### src/hw/rtl/csd_pkg.sv
// Shared types and constants for the chemotaxis density stencil.
// Used by csd_front, csd_fifo, csd_back and the top level.
`timescale 1ns / 1ps
package csd_pkg;

    localparam int POS_W  = 10;   // holds a row or depth index up to 1023
    localparam int DATA_W = 32;
    localparam int SIZE_W = 7;
    localparam int IDX_W  = 3;

    localparam logic [IDX_W-1:0] REG_CHEM_X = 3'd0;
    localparam logic [IDX_W-1:0] REG_CHEM_Y = 3'd1;
    localparam logic [IDX_W-1:0] REG_CHEM_Z = 3'd2;
    localparam logic [IDX_W-1:0] REG_CURV_X = 3'd3;
    localparam logic [IDX_W-1:0] REG_CURV_Y = 3'd4;
    localparam logic [IDX_W-1:0] REG_CURV_Z = 3'd5;
    localparam logic [IDX_W-1:0] REG_SIZE_Y = 3'd6;
    localparam logic [IDX_W-1:0] REG_SIZE_Z = 3'd7;

    typedef struct packed {
        logic signed [DATA_W-1:0] conc;
        logic signed [DATA_W-1:0] dens;
        logic signed [DATA_W-1:0] adv;
        logic signed [DATA_W-1:0] react;
        logic signed [DATA_W-1:0] dfx;
        logic signed [DATA_W-1:0] dfy;
        logic signed [DATA_W-1:0] dfz;
        logic [POS_W-1:0]         row;
        logic [POS_W-1:0]         col;
        logic                     slot;
        logic                     interior;
    } item_t;

    typedef struct packed {
        logic signed [DATA_W-1:0] chem_x;
        logic signed [DATA_W-1:0] chem_y;
        logic signed [DATA_W-1:0] chem_z;
        logic signed [DATA_W-1:0] curv_x;
        logic signed [DATA_W-1:0] curv_y;
        logic signed [DATA_W-1:0] curv_z;
    } coef_t;

endpackage

### src/hw/rtl/csd_front.sv
// Front end: raster position counters and interior classification.
// Depends on csd_pkg; feeds classified requests into csd_fifo.
`timescale 1ns / 1ps
module csd_front #(
    parameter int MAX_Y = 64,
    parameter int MAX_Z = 64
) (
    input  logic                       clk,
    input  logic                       rst_n,
    input  logic                       accept,
    input  logic signed [31:0]         conc_value,
    input  logic signed [31:0]         density_value,
    input  logic signed [31:0]         adv_coef,
    input  logic signed [31:0]         react_coef,
    input  logic signed [31:0]         diff_x,
    input  logic signed [31:0]         diff_y,
    input  logic signed [31:0]         diff_z,
    input  logic                       last_point,
    input  logic [csd_pkg::SIZE_W-1:0] size_y,
    input  logic [csd_pkg::SIZE_W-1:0] size_z,
    output csd_pkg::item_t             item
);
    import csd_pkg::*;

    localparam int JW   = $clog2(MAX_Y);
    localparam int KW   = $clog2(MAX_Z);
    localparam int MAXM = (MAX_Y > MAX_Z) ? MAX_Y : MAX_Z;
    localparam int EW0  = $clog2(MAXM + 2);
    localparam int EW   = (EW0 > SIZE_W) ? EW0 : SIZE_W;

    logic [1:0]    plane_count_reg, plane_count_next;
    logic [JW-1:0] row_pos_reg, row_pos_next;
    logic [KW-1:0] depth_pos_reg, depth_pos_next;
    logic [EW-1:0] sy, sz, j_inc, k_inc;
    logic          interior;

    always_comb
    begin
        if (EW'(size_y) < EW'(3))
            sy = EW'(3);
        else if (EW'(size_y) > EW'(MAX_Y))
            sy = EW'(MAX_Y);
        else
            sy = EW'(size_y);
        if (EW'(size_z) < EW'(3))
            sz = EW'(3);
        else if (EW'(size_z) > EW'(MAX_Z))
            sz = EW'(MAX_Z);
        else
            sz = EW'(size_z);
    end

    assign j_inc = EW'(row_pos_reg) + EW'(1);
    assign k_inc = EW'(depth_pos_reg) + EW'(1);
    assign interior = plane_count_reg[1] && (row_pos_reg != '0) && (j_inc < sy)
                      && (depth_pos_reg != '0) && (k_inc < sz);

    always_comb
    begin
        plane_count_next = plane_count_reg;
        row_pos_next     = row_pos_reg;
        depth_pos_next   = depth_pos_reg;
        if (accept)
        begin
            if (last_point)
            begin
                plane_count_next = '0;
                row_pos_next     = '0;
                depth_pos_next   = '0;
            end
            else if (k_inc >= sz)
            begin
                depth_pos_next = '0;
                if (j_inc >= sy)
                begin
                    row_pos_next     = '0;
                    plane_count_next = (plane_count_reg == 2'd3) ? 2'd2
                                                                 : plane_count_reg + 2'd1;
                end
                else
                    row_pos_next = JW'(j_inc);
            end
            else
                depth_pos_next = KW'(k_inc);
        end
    end

    always_ff @(posedge clk or negedge rst_n)
    begin
        if (!rst_n)
        begin
            plane_count_reg <= '0;
            row_pos_reg     <= '0;
            depth_pos_reg   <= '0;
        end
        else
        begin
            plane_count_reg <= plane_count_next;
            row_pos_reg     <= row_pos_next;
            depth_pos_reg   <= depth_pos_next;
        end
    end

    always_comb
    begin
        item.conc     = conc_value;
        item.dens     = density_value;
        item.adv      = adv_coef;
        item.react    = react_coef;
        item.dfx      = diff_x;
        item.dfy      = diff_y;
        item.dfz      = diff_z;
        item.row      = POS_W'(row_pos_reg);
        item.col      = POS_W'(depth_pos_reg);
        item.slot     = plane_count_reg[0];
        item.interior = interior;
    end

endmodule

### config.mk
export PLATFORM = sky130hd
export DESIGN_NAME = csd_front
export DESIGN_NICKNAME = d
export VERILOG_FILES = /design/src/hw/rtl/csd_pkg.sv /design/src/hw/rtl/csd_front.sv
export SDC_FILE = /design/constraint.sdc
export NUM_CORES = 1
export LEC_CHECK = 0
export BUFFER_PORTS_ARGS = -buffer_cell sky130_fd_sc_hd__buf_2
export CAP_MARGIN = 10
export CELL_PAD_IN_SITES_DETAIL_PLACEMENT = 0
export CELL_PAD_IN_SITES_GLOBAL_PLACEMENT = 1
export CORE_AREA = 2 2 188 190
export DETAILED_ROUTE_END_ITERATION = 10
export DIE_AREA = 0 0 190 192
export PLACE_DENSITY_LB_ADDON = 0.1
export SYNTH_ARGS = -nofsm -noshare
export SYNTH_HDL_FRONTEND = slang
export SYNTH_SLANG_ARGS = --single-unit
### constraint.sdc
create_clock -name clk -period 3.9 [get_ports clk]
set_input_delay 1.17 -clock clk [delete_from_list [all_inputs] [get_ports clk]]
set_output_delay 1.17 -clock clk [all_outputs]
set_load 0.01 [all_outputs]
# Word-level counts from Yosys, hierarchy flattened
# Cells that the tools add are included.
# Widths: inputs -> output; s select.
[op_classes] n_reduce_logical=10 add_sub_neg=3 eq_ne=1 mux=13 magnitude_cmp=8
[ops] op="$mux 6" count=5
[ops] op="$mux 7" count=4
[ops] op="$add 6x1->7 const B" count=2
[ops] op="$ge 7x7->1" count=2
[ops] op="$gt 7x7->1 const B" count=2
[ops] op="$lt 7x2->1 const B" count=2
[ops] op="$lt 7x7->1" count=2
[ops] op="$reduce_bool 6->1" count=2
[ops] op="$mux 2" count=4
[ops] op="$logic_and 1x1->1" count=4
[ops] op="$reduce_bool 2->1" count=2
[ops] op="$reduce_and 3->1" count=1
[ops] op="$add 2x1->2 const B" count=1
[ops] op="$eq 2x2->1 const B" count=1
[ops] op="$reduce_and 2->1" count=1
[word_totals] register_bits=14 out_inout_bits=246 word_cells=38

# Depth between registers and ports, before layout
# Gate-level depths: netlist (run 1).
[depth] depth_word=7 mapped_depth=10 ltp_nobuf=9

# Worst setup path after synthesis (run 1)
# OpenSTA, ideal clock, no wires.
[synth_timing] path_type="input port to output port" startpoint="input size_z[5] (netlist name)" endpoint="output item[0] (netlist name)" stages=8 required_ns=2.730 arrival_ns=2.538 setup_slack_ns=0.192 n_path_buf=1 cell_sequence="nor4_1 o21ai_0 ha_1 a21o_1 a21oi_1 o22ai_1 nor4_1 buf_4"
[synth_via] elab_chain_len=5
[synth_rtl] element="from (decl)" line_no="csd_front.sv:20" rtl="input logic [csd_pkg::SIZE_W-1:0] size_z,"
[synth_rtl] element="$gt 7x7->1" line_no="csd_front.sv:47" rtl="else if (EW'(size_z) > EW'(MAX_Z))"
[synth_rtl] element="$mux 7" line_no="csd_front.sv:47"
[synth_rtl] element="$mux 7 *" line_no="csd_front.sv:45" rtl="if (EW'(size_z) < EW'(3))"
[synth_rtl] element="$lt 7x7->1 *" line_no="csd_front.sv:56" rtl="&& (depth_pos_reg != '0) && (k_inc < sz);"
[synth_rtl] element="$logic_and 1x1->1 *" line_no="csd_front.sv:56"
[synth_rtl] element="to (decl)" line_no="csd_front.sv:21" rtl="output csd_pkg::item_t item"
# Every way passes the cells marked *; elsewhere a longest branch is shown, timed or not.

==> out/qor.yml, run 1 <==
logic_synthesis:
  syn_area_per_cell_um2: 7.93
  syn_area_um2: 3010
  yosysMostFrequentCell: "buf_4"
  synthTopCellsByCount: "234 x buf_4, 18 x ha_1, 17 x nand2_1, 14 x dfrtp_1, 11 x nor2_1"
  ys_warn_count: 0
  synthCells: 380
  async_flop_share: 1.00
  synth_ff_type: "dfrtp_1"
  synthTopCellsByArea: "buf_4 58%, dfrtp_1 12%, ha_1 7.5%"
  yosysSeqAreaShare: 0.116
  synth_edf_count: 0
  synth_top_cell_area_share: 0.583
  ys_ff_latch: 14
  synth_cell_types: 33
  synth_largest_area_cell: "buf_4"
timing:
  relSlewSlack: 0.630
  worst_pin_slew_ns: 0.549
  worst_clock_skew_ns: 0.00327
  rsz0062_at_grt: "yes"
  hold_ws_ns: 0.543
  fin_ws_ns: -0.229
  fmax_mhz: 242
  fin_crit_sh: 1.06
  period_minus_slack_ns: 4.13
  finalMaxSlewViolations: 0
  hold_viol_final: 0
  setup_viol: 1
grt:
  grt_pass1_wl_um: 10900
  gr-total-overflow: 0
  grt_usage: 0.0411
  grt_max_degree: 15
  first_global_vias: 1703
  antenna_found_initial: 0
power_and_ir_drop:
  power_frac_seq: 0.255
  switching_power_mw: 0.259
  power.total_mw: 0.730
  clkPwrFrac: 0.309
  swShare: 0.355
  powerDensity_nw_per_um2: 309
  power_leakage_nw: 0.998
  comb_power_share: 0.436
  ir_worst_vdd_v: 0.000142
  power.internal_mw: 0.471
final_layout:
  num-fill-cells: 4036
  instances_no_fill: 667
  area_growth_syn_to_layout_pct: -21.5
  layout-drive-gt1-share: 0.382
  nets: 473
  insertedDiodeCount: 0
floorplan:
  io_pins: 488
  die-height_um: 192
  dieWidth_um: 190
  initial_utilization: 0.0879
  die_area_um2: 36500
  core_region_area_um2: 34300
  num_rows: 68
placement:
  dp.cells: 663
  gp_congestion: 0.602
  post-dp-hpwl_um: 6290
  portBuffers: 31
clock_tree:
  cts_tree: "done"
  root_buffer: "clkbuf_16"
  cts_resized: 11
  htreeDepth: 1
  cts_hold_buf: 0
  max-clock-path-buffers: 2
  cts_inserted_buffers: 3
  post_cts_buffers: 0
  cts.reportedPaths.clkPinSlew_ns: 0.05
  clock_sinks: 14
  clock_latency_ns: 0.25
status:
  violations: "setup timing"
  status: "complete, but fails checks"
worst_setup_path:
  cp-start-kind: "input pin"
  end_kind: "output pin"
  critical_path_arrival_ns: 2.96
  worstSetupPathType: "input pin to output pin"
  cp_data_required_time_ns: 2.73
  cp_max_fo: 2
routing:
  num_vias: 1476
  wl_per_cell_um: 11.2
  firstDrtPassIters: 4
  drc: 0
  drt-total-wl_um: 7450
  avgViaCountPerCell: 2.21
  postRouteAntennaNets: 0
  drtIter0Drc: 51
hold_path:
  hold_class: "register to register"
job:
  max_cap_violations: 0
==> power by group through the flow <==
| stage | Sequential [mW] | Combinational (mW) | Clock (mW) |
|---|---|---|---|
| floorplan | 0.194 | 0.408 | 0 |
| CTS | 0.187 | 0.324 | 0.237 |
| detailed placement | 0.189 | 0.308 | 0 |
| global route | 0.190 | 0.361 | 0.246 |
| finish | 0.186 | 0.318 | 0.226 |
| global placement | 0.192 | 0.313 | 0 |
==> area by class of cell <==
| class | instances | area (um^2) | area share |
|---|---|---|---|
| Clock buffer | 4 | 88.8 | 0.0375 |
| Multi-Input combinational cell | 125 | 936 | 0.396 |
| Inverter | 10 | 37.5 | 0.0159 |
| Sequential cell | 14 | 350 | 0.148 |
| Tap cell | 455 | 569 | 0.241 |
| Timing Repair Buffer | 59 | 384 | 0.162 |
==> path summary, 6_finish.rpt <==
check / startpoint / endpoint / cells past startpoint / slack, ns
max: size_z[5] / item[0] / 13 / -0.23
min: plane_count_reg[1]$_DFFE_PN0P_ / plane_count_reg[1]$_DFFE_PN0P_ / 2 / 0.54
max reg2reg: depth_pos_reg[3]$_DFFE_PN0P_ / row_pos_reg[2]$_DFFE_PN0P_ / 11 / 0.99
min reg2reg: plane_count_reg[1]$_DFFE_PN0P_ / plane_count_reg[1]$_DFFE_PN0P_ / 2 / 0.54
max in group asynchronous: rst_n / depth_pos_reg[4]$_DFFE_PN0P_ / 1 / 2.77
min in group asynchronous: rst_n / row_pos_reg[3]$_DFFE_PN0P_ / 1 / 0.84
==> cell usage in the layout, fill, tap and decap left out, types with 5 or more instances in the layout <==
cell,netlist,layout
buf_2,2,28
ha_1,18,17
conb_1,1,8
o21ai_0,6,5
inv_1,10,9
buf_4,234,28
xnor2_1,5,5
dfrtp_1,14,14
nand3_1,8,8
nor2_1,11,10
nand2_1,17,17
a21oi_1,7,5
==> cells by family after synthesis <==
family | Yosys count | share of synthesized area
AOI/OAI and AO/OA | 28 | 0.0615
xor gates and xnor gates | 8 | 0.0233
adders and majority gates | 18 | 0.0748
buffers and inverters | 248 | 0.601
DFF | 14 | 0.116
muxes | 6 | 0.0270
other | 1 | 0.00124
and+or+nand+nor | 57 | 0.0947
==> through the flow <==
stage,cell area [um^2],TNS [ns],setup WS [ns],util
3_3_place_gp,2200,-0.684,-0.684,0.0642
4_1_cts,2340,-0.313,-0.313,0.0681
3_5_place_dp,2200,-0.631,-0.631,0.0642
5_1_grt,2370,-0.401,-0.401,0.0690
2_1_floorplan,3040,0,0.192,-
6_report,2370,-0.229,-0.229,0.0690
==> metal layers <==
metal / up-vias / global-route usage / part of all wire
met2: 113 / 0.0553 / 0.39
met1: 625 / 0.0459 / 0.41
met4: 0 / 0.0343 / 0.076
li1: 646 / - / -
met5: - / 0 / 0
met3: 92 / 0.0241 / 0.12
==> critical path, cell delays in order <==
cell and delay (ns):
buf_6 0.10, nor4_4 0.31, buf_4 0.18, nor2_2 0.03
nor2_1 0.09, ha_2 0.19, inv_2 0.03, a21o_1 0.17
a21oi_2 0.16, o22ai_2 0.09, nor4_2 0.19, buf_4 0.16
buf_6 0.09
Note: power is estimated with default switching activity, not from simulation.
==> inputs of run 2 (changes only) <==
--- a/config.mk
+++ b/config.mk
@@ -12,7 +12,7 @@
 export CORE_AREA = 2 2 188 190
 export DETAILED_ROUTE_END_ITERATION = 10
 export DIE_AREA = 0 0 190 192
-export PLACE_DENSITY_LB_ADDON = 0.1
+export PLACE_DENSITY = 0.51
 export SYNTH_ARGS = -nofsm -noshare
 export SYNTH_HDL_FRONTEND = slang
 export SYNTH_SLANG_ARGS = --single-unit
==> out/qor.yml, run 2 (synthesis gave the netlist of run 1 again) <==
timing:
  worst_clock_skew_ns: 0.00242
  finalMaxSlewViolations: 0
  setup_viol: 1
  fmax_mhz: 246
  fin_ws_ns: -0.160
  fin_crit_sh: 1.04
  rsz0062_at_grt: "yes"
  hold_viol_final: 0
  hold_ws_ns: 0.543
  period_minus_slack_ns: 4.06
status:
  violations: "setup timing"
  status: "complete, but fails checks"
clock_tree:
  cts.reportedPaths.clkPinSlew_ns: 0.05
  htreeDepth: 1
  clock_sinks: 14
  cts_hold_buf: 0
  clock_latency_ns: 0.25
  max-clock-path-buffers: 2
  cts_tree: "done"
  cts_inserted_buffers: 3
  root_buffer: "clkbuf_16"
power_and_ir_drop:
  swShare: 0.349
  comb_power_share: 0.403
  clkPwrFrac: 0.319
  ir_worst_vdd_v: 0.0000762
  power_frac_seq: 0.278
  power.total_mw: 0.704
  power_leakage_nw: 0.934
  power.internal_mw: 0.458
  powerDensity_nw_per_um2: 310
  switching_power_mw: 0.246
worst_setup_path:
  cp_data_required_time_ns: 2.73
  critical_path_arrival_ns: 2.89
  cp_max_fo: 2
  critical_path.cell_chain: "buf_6, nor4_4, buf_4, nor2_2, nor2_2, ha_2, inv_2, a21o_1, a21oi_2, o22ai_1, nor4_1, buf_4, buf_6"
  worstSetupPathType: "input pin to output pin"
  crit_slowest_cell: "nor4_4"
  critical_path.top_delay_family: "buffers and inverters"
  critPathMaxStageDelay_ns: 0.24
  critPathBufInv: 5
  cp-start-kind: "input pin"
  end_kind: "output pin"
routing:
  num_vias: 1631
  avgViaCountPerCell: 2.49
  drt-total-wl_um: 9750
  wl_per_cell_um: 14.9
  firstDrtPassIters: 4
  postRouteAntennaNets: 0
  drtIter0Drc: 23
  drc: 0
final_layout:
  insertedDiodeCount: 0
  nets: 461
  seqCellArea_um2: 350
  stdcell_area_um2: 2270
  num-fill-cells: 4024
  mostFrequentLayoutCells: "28 x buf_2, 17 x nand2_1, 17 x ha_1, 16 x buf_4, 14 x dfrtp_1"
  layout-drive-gt1-share: 0.345
  multi_input_area_um2: 930
  area_growth_syn_to_layout_pct: -24.7
  final_common_cell: "buf_2"
hold_path:
  hold_class: "register to register"
placement:
  place_area_um2: 2110
  gp_congestion: 0.673
  post-dp-hpwl_um: 8400
  portBuffers: 31
floorplan:
  core_region_area_um2: 34300
  die_area_um2: 36500
  io_pins: 488
  die-height_um: 192
  dieWidth_um: 190
  num_rows: 68
  initial_utilization: 0.0879
grt:
  grt_max_degree: 15
  antenna_found_initial: 2
  grt_pass1_wl_um: 12700
  grt_usage: 0.0510
  first_global_vias: 1738
  gr-total-overflow: 0
job:
  max_cap_violations: 0
run 2: cell types whose count changed in the layout (fill, tap and decap cells not counted), sizes merged:
| cell | delta |
|---|---|
| buf | -12 |
run 2: repair_timing:
| action | in CTS | in global routing |
|---|---|---|
| resized for setup | 15 | 2 |
| endpoints found under the setup margin | 1 | 1 |
| pin swaps | 9 | 7 |
| buffers inserted | 1 | 0 |
run 2: metrics by stage:
step | setup slack [ns] | utilization | cells | TNS [ns]
after detailed placement | -0.449 | 0.0615 | 651 | -0.449
after global placement | -0.430 | 0.0615 | 651 | -0.430
after floorplan | 0.192 | - | 387 | 0
final | -0.160 | 0.0662 | 655 | -0.160
after global routing | -0.273 | 0.0662 | 655 | -0.273
after CTS | -0.347 | 0.0660 | 655 | -0.347
run 2: layer usage:
metal	vias to the layer above	track usage	wire [um]
li1	623	-	-
met1	683	0.0304	2050
met2	196	0.0817	4510
met3	125	0.0433	1910
met4	4	0.0656	1260
met5	-	0	17
run 2: final cells by class:
type / count / share of cell area
clock buffers: 4 / 0.0391
inverters: 10 / 0.0165
multi-input cells: 125 / 0.410
flip-flops and latches: 14 / 0.154
well taps: 455 / 0.251
repair buffers: 47 / 0.130
run 2: worst min-delay path, cell delays in order, from the launching register on:
cell and delay, ns:
dfrtp_1 0.35, a41oi_1 0.05, a21oi_1 0.10
run 2: power by group through the flow:
stage	Sequential, mW	Combinational, mW	Clock (mW)
floorplan	0.194	0.408	0
global route	0.201	0.327	0.239
CTS	0.196	0.295	0.230
finish	0.195	0.284	0.224
detailed placement	0.198	0.268	0
global placement	0.196	0.270	0
run 2: final timing paths:
kind,startpoint,end,slack [ns],cells after the start
setup / recovery,size_y[2],item[0],-0.16,13
hold / removal,plane_count_reg[1]$_DFFE_PN0P_,plane_count_reg[1]$_DFFE_PN0P_,0.54,2
setup reg to reg,depth_pos_reg[1]$_DFFE_PN0P_,row_pos_reg[5]$_DFFE_PN0P_,1.05,9
hold reg to reg,plane_count_reg[1]$_DFFE_PN0P_,plane_count_reg[1]$_DFFE_PN0P_,0.54,2
max in group asynchronous,rst_n,row_pos_reg[2]$_DFFE_PN0P_,2.80,1
min in group asynchronous,rst_n,depth_pos_reg[4]$_DFFE_PN0P_,0.83,1
