`src/hw/rtl/csd_pkg.sv`:
```
// Shared types and constants for the chemotaxis density stencil.
// Used by csd_front, csd_fifo, csd_back and the top level.
`timescale 1ns / 1ps
package csd_pkg;

    localparam int POS_W  = 10;   // holds a row or depth index up to 1023
    localparam int DATA_W = 32;
    localparam int SIZE_W = 7;
    localparam int IDX_W  = 3;

    localparam logic [IDX_W-1:0] REG_CHEM_X = 3'd0;
    localparam logic [IDX_W-1:0] REG_CHEM_Y = 3'd1;
    localparam logic [IDX_W-1:0] REG_CHEM_Z = 3'd2;
    localparam logic [IDX_W-1:0] REG_CURV_X = 3'd3;
    localparam logic [IDX_W-1:0] REG_CURV_Y = 3'd4;
    localparam logic [IDX_W-1:0] REG_CURV_Z = 3'd5;
    localparam logic [IDX_W-1:0] REG_SIZE_Y = 3'd6;
    localparam logic [IDX_W-1:0] REG_SIZE_Z = 3'd7;

    typedef struct packed {
        logic signed [DATA_W-1:0] conc;
        logic signed [DATA_W-1:0] dens;
        logic signed [DATA_W-1:0] adv;
        logic signed [DATA_W-1:0] react;
        logic signed [DATA_W-1:0] dfx;
        logic signed [DATA_W-1:0] dfy;
        logic signed [DATA_W-1:0] dfz;
        logic [POS_W-1:0]         row;
        logic [POS_W-1:0]         col;
        logic                     slot;
        logic                     interior;
    } item_t;

    typedef struct packed {
        logic signed [DATA_W-1:0] chem_x;
        logic signed [DATA_W-1:0] chem_y;
        logic signed [DATA_W-1:0] chem_z;
        logic signed [DATA_W-1:0] curv_x;
        logic signed [DATA_W-1:0] curv_y;
        logic signed [DATA_W-1:0] curv_z;
    } coef_t;

endpackage

```
`src/hw/rtl/csd_fifo.sv`:
```
// Two-entry request queue between the front end and the back end.
// Depends on csd_pkg for the request type.
`timescale 1ns / 1ps
module csd_fifo (
    input  logic           clk,
    input  logic           rst_n,
    input  logic           push,
    input  csd_pkg::item_t push_item,
    input  logic           pop,
    output csd_pkg::item_t pop_item,
    output logic           full,
    output logic           empty
);
    import csd_pkg::*;

    item_t      slots_reg [2];
    logic       wr_ptr_reg, rd_ptr_reg;
    logic [1:0] count_reg;

    assign full     = (count_reg == 2'd2);
    assign empty    = (count_reg == 2'd0);
    assign pop_item = slots_reg[rd_ptr_reg];

    always_ff @(posedge clk)
    begin
        if (push)
            slots_reg[wr_ptr_reg] <= push_item;
    end

    always_ff @(posedge clk or negedge rst_n)
    begin
        if (!rst_n)
        begin
            wr_ptr_reg <= 1'b0;
            rd_ptr_reg <= 1'b0;
            count_reg  <= 2'd0;
        end
        else
        begin
            if (push)
                wr_ptr_reg <= ~wr_ptr_reg;
            if (pop)
                rd_ptr_reg <= ~rd_ptr_reg;
            if (push && !pop)
                count_reg <= count_reg + 2'd1;
            else if (pop && !push)
                count_reg <= count_reg - 2'd1;
        end
    end

endmodule

```
`config.mk`:
```
export PLATFORM = sky130hd
export DESIGN_NAME = csd_fifo
export DESIGN_NICKNAME = d
export VERILOG_FILES = /design/src/hw/rtl/csd_pkg.sv /design/src/hw/rtl/csd_fifo.sv
export SDC_FILE = /design/constraint.sdc
export NUM_CORES = 1
export LEC_CHECK = 0
export BUFFER_PORTS_ARGS = -buffer_cell sky130_fd_sc_hd__buf_4
export CORE_AREA = 2 2 196 198
export CTS_BUF_LIST = sky130_fd_sc_hd__clkbuf_4 sky130_fd_sc_hd__clkbuf_8
export DETAILED_ROUTE_END_ITERATION = 12
export DIE_AREA = 0 0 198 200
export PLACE_DENSITY = 0.71
export SYNTH_ARGS = -nofsm -noshare
export SYNTH_HDL_FRONTEND = slang
export SYNTH_SLANG_ARGS = --single-unit
export TNS_END_PERCENT = 1
```
`constraint.sdc`:
```
create_clock -name clk -period 20.1 [get_ports clk]
set_input_delay 4.02 -clock clk [delete_from_list [all_inputs] [get_ports clk]]
set_output_delay 4.02 -clock clk [all_outputs]
set_load 0.03 [all_outputs]
```
---- After elaboration in Yosys (flattened, before gate mapping) ----
Memory sizes are Yosys's and may differ from the RTL's.
Cells that the tools add are included.
word-level totals
  bits in registers ....................... 4
  bits in latches ......................... 0
  RAM bits ................................ 492
  ROM bits ................................ 0
  input bits .............................. 250
  output and inout bits ................... 248
  logic and storage cells ................. 19
  memories kept ........................... 1
operators by class
  add/sub/neg operators ................... 2
  $mul .................................... 0
  divide/modulo/power cells ............... 0
  $lt $le $gt $ge ......................... 0
  eq/ne operators ......................... 1
  shift operators ......................... 0
  multiplexer cells ....................... 4
  bitwise operators ....................... 2
  reductions and logical operators ........ 6
memory list
  memory     words  width  read ports  clocked after memory_dff  wr ports  RTL line        text
  slots_reg  2      246    1           0                         1         csd_fifo.sv:16  item_t slots_reg [2];
operator list
  kind                                                                number
  2-bit 2-to-1 mux                                                    2
  2-bit by 1-bit adder with 2-bit output, second input constant       1
  2-bit equality test, second input constant                          1
  1-bit logical AND                                                   2
  1-bit logical NOT                                                   2
  2-bit logical NOT                                                   1
  1-bit 2-to-1 mux                                                    2
  1-bit inverter                                                      2
  2-bit nonzero test                                                  1
  2-bit by 1-bit subtractor with 2-bit output, second input constant  1

---- Logic depth before layout (Yosys ltp) ----
Gate-level depths: netlist (run 1).
  depth in word-level cells ............... 4
  mapped depth ............................ 5
  depth with buffers taken out ............ 5

---- Least setup slack after synthesis (run 1) ----
No wires, ideal clock.
  path kind ............................... input -> register
  start point ............................. input push
  end point ............................... memory slots_reg[0][0] (netlist bit), enable pin
  library setup time ...................... 0.887 ns
  arrival ................................. 14.608 ns
  required time ........................... 19.213 ns
  setup slack ............................. 4.605 ns
  stages on the path ...................... 1
  path buffers ............................ 0
  cells stage by stage .................... nor2b_1
on the way
  longest elaborated chain between the ends .. 2
ends and longest elaborated chain
  what                                    RTL line        text
  start: declaration                      csd_fifo.sv:7   input logic push,
  1-bit 2-to-1 mux                        csd_fifo.sv:26  if (push)
  1-bit 2-to-1 mux (not written as such)  csd_fifo.sv:27  slots_reg[wr_ptr_reg] <= push_item;
  end: declaration                        csd_fifo.sv:16
Every way passes these cells.

==> flow_metrics.env, run 1 <==
export IMPL_yosys_area_share_adder_pct=0.0694
export IMPL_synthXorXnorAreaFrac_pct=0.243
export IMPL_status="complete, no violations"
export IMPL_holdBufCountCts=0
export IMPL_grt_pass1_wl_um=57300
export IMPL_syn_cell_area_sq_mm=0.0180
export IMPL_setup_violations=0
export IMPL_crit_arrival_ps=3710
export IMPL_largest_register_ffs=492
export IMPL_antenna_left=0
export IMPL_io_pins=498
export IMPL_nets=1595
export IMPL_avgSynthCellArea_sq_um=23.1
export IMPL_synth_top_cell_by_area="edfxtp_1"
export IMPL_p_int_w=0.00237
export IMPL_clkTransAtPathRegs_ps=60
export IMPL_yosysSeqAreaShare_pct=82.5
export IMPL_drv_slew=0
export IMPL_synth_most_common_cell="edfxtp_1"
export IMPL_rsz0062_at_grt="false"
export IMPL_power_frac_seq_pct=39.9
export IMPL_finalHoldViolCount=0
export IMPL_worst_pin_slew_ps=1070
export IMPL_final_cell_area_sq_mm=0.0238
export IMPL_fin_skew_ps=23.6
export IMPL_cp_num_buf_inv=3
export IMPL_cp_max_fo=72
export IMPL_max_cap_violations=0
export IMPL_p_clk_share_pct=23.3
export IMPL_htreeDepth=3
export IMPL_drc_errors=0
export IMPL_crit_slowest_cell="dfrtp_4"
export IMPL_postSynthCellCount=781
export IMPL_final_period_utilization_pct=38.5
export IMPL_die_width_um=198
export IMPL_cts_max_path_buffers=3
export IMPL_ys_seq_elements=496
export IMPL_synth_main_ff_cell="edfxtp_1"
export IMPL_critPathKind="register to output port"
export IMPL_relSlewSlack_pct=28.6
export IMPL_setup_tns_final_ps=0
export IMPL_crit_family="buffers and inverters"
export IMPL_crit_cells=4
export IMPL_power_frac_comb_pct=36.8
export IMPL_yosysUniqueCellTypes=13
export IMPL_hp_class="register to register"
export IMPL_synth_top_family_by_area="multiplexers"
export IMPL_wl_um=40300
export IMPL_p_sw_w=0.00126
export IMPL_synth_top_area_share_pct=82.0
export IMPL_cpMostUsedCell="buf_4"
export IMPL_cts_resized=0
export IMPL_yosys_area_share_simple_pct=0.146
export IMPL_die_h_um=200
export IMPL_place_gp_congestion=0.873
export IMPL_clock_sinks=496
export IMPL_min_path_cells=1
export IMPL_fillers=2605
export IMPL_dp_slack_ps=12860
export IMPL_yosysWarnings=0
export IMPL_grt_max_degree=76
export IMPL_fmax_ghz=0.129
export IMPL_synthTopCellsByCount="492 x edfxtp_1, 246 x mux2_2, 25 x buf_6"
export IMPL_area_growth_syn_to_layout_pct=32.0
export IMPL_drt_iter0_drc=456
export IMPL_cp_start_kind="register"
export IMPL_synth_edf_count=492
export IMPL_crit_chain="buf_4, buf_4, mux2_2, buf_4"
export IMPL_track_usage_pct=19.6
export IMPL_ir_drop_mv=0.0970
export IMPL_reg2regPathDepth=3
export IMPL_antenna_found_initial=3
export IMPL_synth_compound_area_share_pct=0
export IMPL_switching_share_pct=34.7
export IMPL_async_reset_ff_share_pct=0.806
export IMPL_die_area_sq_mm=0.0396
export IMPL_crit_path_end_kind="output port"
export IMPL_p_leak_nw=8.95
export IMPL_detail_route_first_pass_iterations=4
export IMPL_cts_root_buffer="clkbuf_8"
export IMPL_muxShareOfSynthArea_pct=15.4
export IMPL_io_buffers=497
export IMPL_core_sq_mm=0.0374
export IMPL_via_per_inst=4.93
export IMPL_rows=71
export IMPL_wl_per_cell_um=21.0
export IMPL_dp_hpwl_um=27100
export IMPL_cp_required_ps=16080
export IMPL_p_per_area_mw_per_mm2=153
export IMPL_grt_pass1_vias=9894
export IMPL_drive_gt1_share_pct=62.8
export IMPL_initial_utilization_pct=48.2
export IMPL_syn_nets=1032
export IMPL_grt_remaining_overflow=0
export IMPL_vias=9449
export IMPL_timing_final_ws_setup_ps=12370
export IMPL_finalCriticalPeriod_ps=7730
export IMPL_max_stage_delay_ps=1080
export IMPL_cts_tree="built"
export IMPL_yosys_top_cells_area="edfxtp_1 82%, mux2_2 15%, buf_6 1.6%"
export IMPL_placed_area_sq_mm=0.0222
export IMPL_cts_inserted_buffers=81
export IMPL_post_cts_buffers=0
export IMPL_clk_latency_ps=610
## cell type report
cell class	count	area (sq um)	share of cell area, %
Antenna cell	3	7.51	0.0316
Inverter	1	3.75	0.0158
Tap cell	511	639	2.69
Clock buffer	118	1460	6.12
Multi-Input combinational cell	257	2860	12.0
Timing Repair Buffer	507	3810	16.0
Clock inverter	24	131	0.552
Sequential cell	496	14900	62.6
## logic make-up after synthesis
family | after synthesis
xor+xnor | 5
fa+ha+maj | 1
buf+inv | 28
flops | 496
mux | 246
simple gates | 5
## worst paths after layout
check                                               from                     endpoint  slack, ps
worst min-delay path            count_reg[1]$_DFFE_PN0P_     count_reg[1]$_DFFE_PN0P_        490
worst max register to register    wr_ptr_reg$_DFFE_PN0P_  slots_reg[1][143]$_DFFE_PP_      16990
worst max-delay path              rd_ptr_reg$_DFFE_PN0P_                 pop_item[91]      12370
max in group asynchronous                          rst_n       rd_ptr_reg$_DFFE_PN0P_      16770
worst min register to register  count_reg[1]$_DFFE_PN0P_     count_reg[1]$_DFFE_PN0P_        490
min in group asynchronous                          rst_n     count_reg[1]$_DFFE_PN0P_       3210
## power by group through the flow
stage	Combinational [W]	Clock (W)	Sequential [W]
floorplan	0.000925	0	0.00150
global placement	0.00134	0	0.00147
detailed placement	0.00135	0	0.00147
CTS	0.00135	0.000871	0.00145
global route	0.00140	0.000914	0.00147
finish	0.00134	0.000846	0.00145
## placed cells by master (no fill, tap or decap), drive strengths merged
cell,synthesis,routed
buf,27,507
edfxtp,492,492
mux2,246,246
clkbuf,0,118
clkinv,0,20
xor2,4,4
dfrtp,4,4
diode,0,3
clkinvlp,0,3
nor2,2,2
nor2b,2,2
inv,1,1
and2,1,1
xnor2,1,1
ha,1,1
bufinv,0,1
## worst register-to-register path, cell delays in order (launching register included)
cell	delay (ps)
dfrtp_1	420
and2_4	500
buf_4	830
buf_4	950
## routing by layer
metal  wire [um]  track usage (%)  vias to the layer above  part of all wire (%)
met5           0                0                        -                     0
met4        1460             10.1                        0                   3.6
met3        3770             7.48                       83                   9.3
met2       19600             31.9                      408                    49
met1       15400             22.9                     4698                    38
li1            -                -                     4260                     -
## through the flow
step	instances	util, %	hold WS [ps]	power, W
after floorplan	781	-	455	0.00242
final	1917	63.6	491	0.00363
after detailed placement	1772	59.3	476	0.00282
after CTS	1914	63.6	494	0.00368
after global placement	1772	59.3	474	0.00281
after global routing	1917	63.6	520	0.00378
(Power assumes the default switching activity.)
==> run 2, diff against run 1 <==
- CORE_AREA: 2 2 196 198 -> unset
- CORE_UTILIZATION: unset -> 49
- DIE_AREA: 0 0 198 200 -> unset
- PLACE_DENSITY: 0.71 -> 0.76
- clock period: 20.1 -> 7.1 ns (I/O delays scaled with it)
==> run 2 against run 1 <==
- final cell count shrank 2.5%
- sequential power grew to 2.8 times the previous value
- sequential share of layout area grew 0.26 points
- clock skew shrank 7.2 ps
- combinational power grew to 2.8 times the previous value
- first-iteration DRC count shrank 4.2%
- power grew to 2.8 times the previous value
- setup slack lost 9500 ps
- non-clock buffer count shrank 3
- hold slack gained 2.1 ps
- critical path depth shrank 1
- largest cell class unchanged
==> flow_metrics.env, run 2 (same netlist as run 1, synthesis figures left out) <==
export IMPL_htreeDepth=3
export IMPL_layout_common_cells="501 x buf_4, 492 x edfxtp_1, 246 x mux2_2"
export IMPL_fmax_ghz=0.235
export IMPL_clock_sinks=496
export IMPL_crit_path_end_kind="output port"
export IMPL_rows=69
export IMPL_die_h_um=194
export IMPL_grt_remaining_overflow=0
export IMPL_cp_required_ps=5680
export IMPL_stdcell_count=1870
export IMPL_largest_register_ffs=492
export IMPL_cts_root_buffer="clkbuf_8"
export IMPL_cp_num_buf_inv=2
export IMPL_cts_inserted_buffers=81
export IMPL_clkTransAtPathRegs_ps=60
export IMPL_via_per_inst=5.02
export IMPL_drive_gt1_share_pct=62.4
export IMPL_grt_pass1_wl_um=58600
export IMPL_relSlewSlack_pct=33.6
export IMPL_nets=1592
export IMPL_drc_errors=0
export IMPL_finalCriticalPeriod_ps=4250
export IMPL_crit_arrival_ps=2830
export IMPL_post_cts_buffers=0
export IMPL_io_pins=498
export IMPL_fillers=2411
export IMPL_rsz0062_at_grt="false"
export IMPL_vias=9385
export IMPL_drv_slew=0
export IMPL_cts_tree="built"
export IMPL_die_width_um=194
export IMPL_initial_utilization_pct=50.2
export IMPL_track_usage_pct=20.9
export IMPL_p_per_area_mw_per_mm2=430
export IMPL_final_common_cell="buf_4"
export IMPL_drt_iter0_drc=437
export IMPL_die_area_sq_mm=0.0376
export IMPL_grt_pass1_vias=10222
export IMPL_core_sq_mm=0.0359
export IMPL_cp_start_kind="register"
export IMPL_regArea_sq_mm=0.0149
export IMPL_io_buffers=497
export IMPL_whs_ps=493
export IMPL_cp_max_fo=152
export IMPL_dp_cells=1719
export IMPL_max_cap_violations=0
export IMPL_final_period_utilization_pct=59.9
export IMPL_max_stage_delay_ps=750
export IMPL_wl_per_cell_um=21.1
export IMPL_wl_um=39500
export IMPL_status="complete, no violations"
export IMPL_clk_latency_ps=620
export IMPL_dp_hpwl_um=26100
export IMPL_detail_route_first_pass_iterations=6
export IMPL_holdBufCountCts=0
export IMPL_grt_max_degree=153
export IMPL_fin_skew_ps=16.3
export IMPL_crit_slowest_cell="dfrtp_4"
export IMPL_p_leak_nw=8.92
export IMPL_placed_area_sq_mm=0.0221
export IMPL_worst_pin_slew_ps=997
export IMPL_place_gp_congestion=0.819
export IMPL_hp_class="register to register"
export IMPL_crit_family="buffers and inverters"
export IMPL_regToRegSetupSlack_ps=4840
export IMPL_multiInputGateArea_sq_mm=0.00286
export IMPL_cts_max_path_buffers=3
export IMPL_setup_violations=0
export IMPL_finalHoldViolCount=0
export IMPL_cts_resized=0
export IMPL_crit_chain="buf_12, mux2_2, buf_4"
export IMPL_antenna_left=0
export IMPL_antenna_found_initial=2
export IMPL_ir_drop_mv=0.305
export IMPL_area_growth_syn_to_layout_pct=31.4
export IMPL_final_cell_area_sq_mm=0.0237
export IMPL_critPathKind="register to output port"
-- run 2: final timing paths --
kind                                                from  cells past startpoint                        end
worst max-delay path              rd_ptr_reg$_DFFE_PN0P_                      3              pop_item[192]
worst min-delay path            count_reg[1]$_DFFE_PN0P_                      1   count_reg[1]$_DFFE_PN0P_
worst max register to register    wr_ptr_reg$_DFFE_PN0P_                      3  slots_reg[0][4]$_DFFE_PP_
worst min register to register  count_reg[1]$_DFFE_PN0P_                      1   count_reg[1]$_DFFE_PN0P_
max in group asynchronous                          rst_n                      1     rd_ptr_reg$_DFFE_PN0P_
min in group asynchronous                          rst_n                      1   count_reg[1]$_DFFE_PN0P_
-- run 2: power breakdown --
| part | total [W] | internal (W) | switching [W] |
|---|---|---|---|
| Sequential | 0.00407 | 0.00389 | 0.000175 |
| Clock | 0.00231 | 0.00124 | 0.00107 |
| Combinational | 0.00381 | 0.00149 | 0.00232 |
-- run 2: per-layer routing --
layer  track usage [%]  vias up  wire, um  part of all wire, %
met2              36.2      421     20300                   51
met3              8.35       80      3510                  8.9
met4              8.74        2      1250                  3.2
li1                  -     4268         -                    -
met5                 0        -        14                0.035
met1              22.7     4614     14400                   37
-- run 2: final cells by class --
cell class	count	area share (%)
Clock buffer	110	5.68
Clock inverter	40	0.824
Inverter	1	0.0158
Sequential cell	496	62.8
Antenna cell	1	0.0106
Timing Repair Buffer	504	16.1
Multi-Input combinational cell	257	12.1
Tap cell	461	2.44
-- run 2: through the flow --
stage	power, W	TNS, ps	setup slack [ps]	util (%)
floorplan	0.00676	-119120	-484	-
global placement	0.00791	0	3470	61.7
detailed placement	0.00795	0	3490	61.7
CTS	0.0103	0	2800	65.9
global route	0.0106	0	2690	65.9
finish	0.0102	0	2850	65.9
-- run 2: worst reg2reg max path, stage by stage (launching register included) --
cell	delay (ps)
dfrtp_1	420
nor2b_4	120
buf_4	480
buf_12	560
==> run 3, diff against run 2 <==
- clock period: 7.1 -> 3.75 ns (I/O delays scaled with it)
==> run 3 against run 2 <==
- final cell count down 0.27%
- routed wire length is 0.47% lower
- sequential power is 89% higher
- critical path type unchanged
- critical endpoint is now pop_item[38]
- largest cell class unchanged
- largest power group unchanged
==> flow_metrics.env, run 3 (same netlist as run 1, synthesis figures left out) <==
export IMPL_cts_root_buffer="clkbuf_8"
export IMPL_stdcell_count=1865
export IMPL_wl_um=39300
export IMPL_largest_register_ffs=492
export IMPL_cp_startpoint="rd_ptr_reg$_DFFE_PN0P_"
export IMPL_via_per_inst=5.05
export IMPL_relSlewSlack_pct=49.2
export IMPL_clkTransAtPathRegs_ps=60
export IMPL_reg2reg_from="wr_ptr_reg$_DFFE_PN0P_"
export IMPL_regToRegSetupSlack_ps=1890
export IMPL_antenna_found_initial=2
export IMPL_finalHoldViolCount=0
export IMPL_core_sq_mm=0.0359
export IMPL_cts_resized=0
export IMPL_track_usage_pct=20.7
export IMPL_min_path_cells=1
export IMPL_post_cts_buffers=0
export IMPL_cts_inserted_buffers=78
export IMPL_area_growth_syn_to_layout_pct=32.0
export IMPL_place_gp_congestion=0.791
export IMPL_finalCriticalPeriod_ps=3220
export IMPL_die_width_um=194
export IMPL_htreeDepth=3
export IMPL_setup_violations=0
export IMPL_cp_required_ps=3000
export IMPL_clk_latency_ps=620
export IMPL_cp_start_kind="register"
export IMPL_io_pins=498
export IMPL_hp_class="input port to register"
export IMPL_grt_pass1_wl_um=58100
export IMPL_detail_route_first_pass_iterations=4
export IMPL_cts_max_path_buffers=3
export IMPL_grt_pass1_vias=10235
export IMPL_rsz0062_at_grt="false"
export IMPL_ir_drop_mv=0.746
export IMPL_max_cap_violations=0
export IMPL_initial_utilization_pct=50.2
export IMPL_wl_per_cell_um=21.1
export IMPL_final_common_cell="buf_4"
export IMPL_cp_max_fo=44
export IMPL_fin_skew_ps=23.9
export IMPL_fmax_ghz=0.311
export IMPL_drc_errors=0
export IMPL_final_period_utilization_pct=85.8
export IMPL_worst_pin_slew_ps=762
export IMPL_grt_max_degree=77
export IMPL_crit_arrival_ps=2470
export IMPL_critPathKind="register to output port"
export IMPL_crit_path_end_kind="output port"
export IMPL_reg2reg_to="slots_reg[0][19]$_DFFE_PP_"
export IMPL_cts_tree="built"
export IMPL_die_h_um=194
export IMPL_dp_cells=1733
export IMPL_clock_sinks=496
export IMPL_status="complete, no violations"
export IMPL_p_per_area_mw_per_mm2=813
export IMPL_vias=9416
export IMPL_rows=69
export IMPL_antenna_left=0
export IMPL_layout_common_cells="508 x buf_4, 492 x edfxtp_1, 246 x mux2_2"
export IMPL_power_w=0.0193
export IMPL_grt_remaining_overflow=0
export IMPL_drv_slew=0
export IMPL_die_area_sq_mm=0.0376
export IMPL_min_delay_worst_endpoint="slots_reg[1][184]$_DFFE_PP_"
export IMPL_drt_iter0_drc=386
export IMPL_p_leak_nw=8.98
export IMPL_nets=1604
export IMPL_reg2regPathDepth=2
export IMPL_drive_gt1_share_pct=63.1
export IMPL_io_buffers=497
export IMPL_worstHoldStart="push_item[184]"
export IMPL_dp_hpwl_um=26700
run 3: cell types whose count changed in the layout (fill, tap and decap cells not counted):
| cell | previous run | this run |
|---|---|---|
| clkinv_1 | 25 | 11 |
| clkbuf_4 | 27 | 29 |
| clkinv_2 | 8 | 3 |
| clkinvlp_4 | 4 | 3 |
| inv_8 | 2 | 0 |
| dlygate4sd3_1 | 0 | 1 |
| diode_2 | 1 | 2 |
| buf_4 | 501 | 508 |
| buf_12 | 3 | 10 |
| clkbuf_8 | 83 | 82 |
run 3: power breakdown:
part           switching, W  internal, W
combinational       0.00445      0.00296
clock               0.00194      0.00229
sequential         0.000346      0.00735
run 3: area by class of cell:
type / instances / area (sq um)
antenna: 2 / 5.00
tap: 461 / 577
fill: 2386 / 12100
sequential: 496 / 14900
clock buffer: 111 / 1350
multi-input combinational: 257 / 2860
timing repair buffer: 519 / 4020
clock inverter: 18 / 87.6
inverter: 1 / 3.75
run 3: worst max path at each step:
stage	endpoint	cells after the start
2_1_floorplan	slots_reg[0][0]$_DFFE_PP_	1
6_report	pop_item[38]	3
5_1_grt	pop_item[38]	3
3_3_place_gp	pop_item[38]	3
3_5_place_dp	pop_item[176]	3
4_1_cts	pop_item[38]	3
run 3: repair_timing:
item                                    in CTS  in global routing
hold buffers                                 1                  0
endpoints found under the setup margin       0                  0
endpoints found under the hold margin        4                  0
run 3: per-stage QoR:
step	setup TNS [ps]	area, sq um	setup slack, ps	hold slack [ps]	util [%]
2_1_floorplan	-390790	18000	-1110	454	-
4_1_cts	0	23800	445	250	66.2
3_5_place_dp	0	22300	1130	495	62.2
3_3_place_gp	0	22300	1110	476	62.2
5_1_grt	0	23800	393	262	66.2
6_report	0	23800	531	315	66.2
run 3: critical path, stage by stage (launching register included):
cell and delay, ps:
dfrtp_4 920, buf_12 340, mux2_2 390, buf_4 180
run 3: metal layers:
metal | up-vias | GRT usage [%] | part of all wire, %
li1 | 4263 | - | -
met1 | 4684 | 22.3 | 36
met2 | 399 | 35.8 | 51
met3 | 70 | 8.33 | 9.1
met4 | 0 | 9.36 | 3.3
met5 | - | 0 | 0
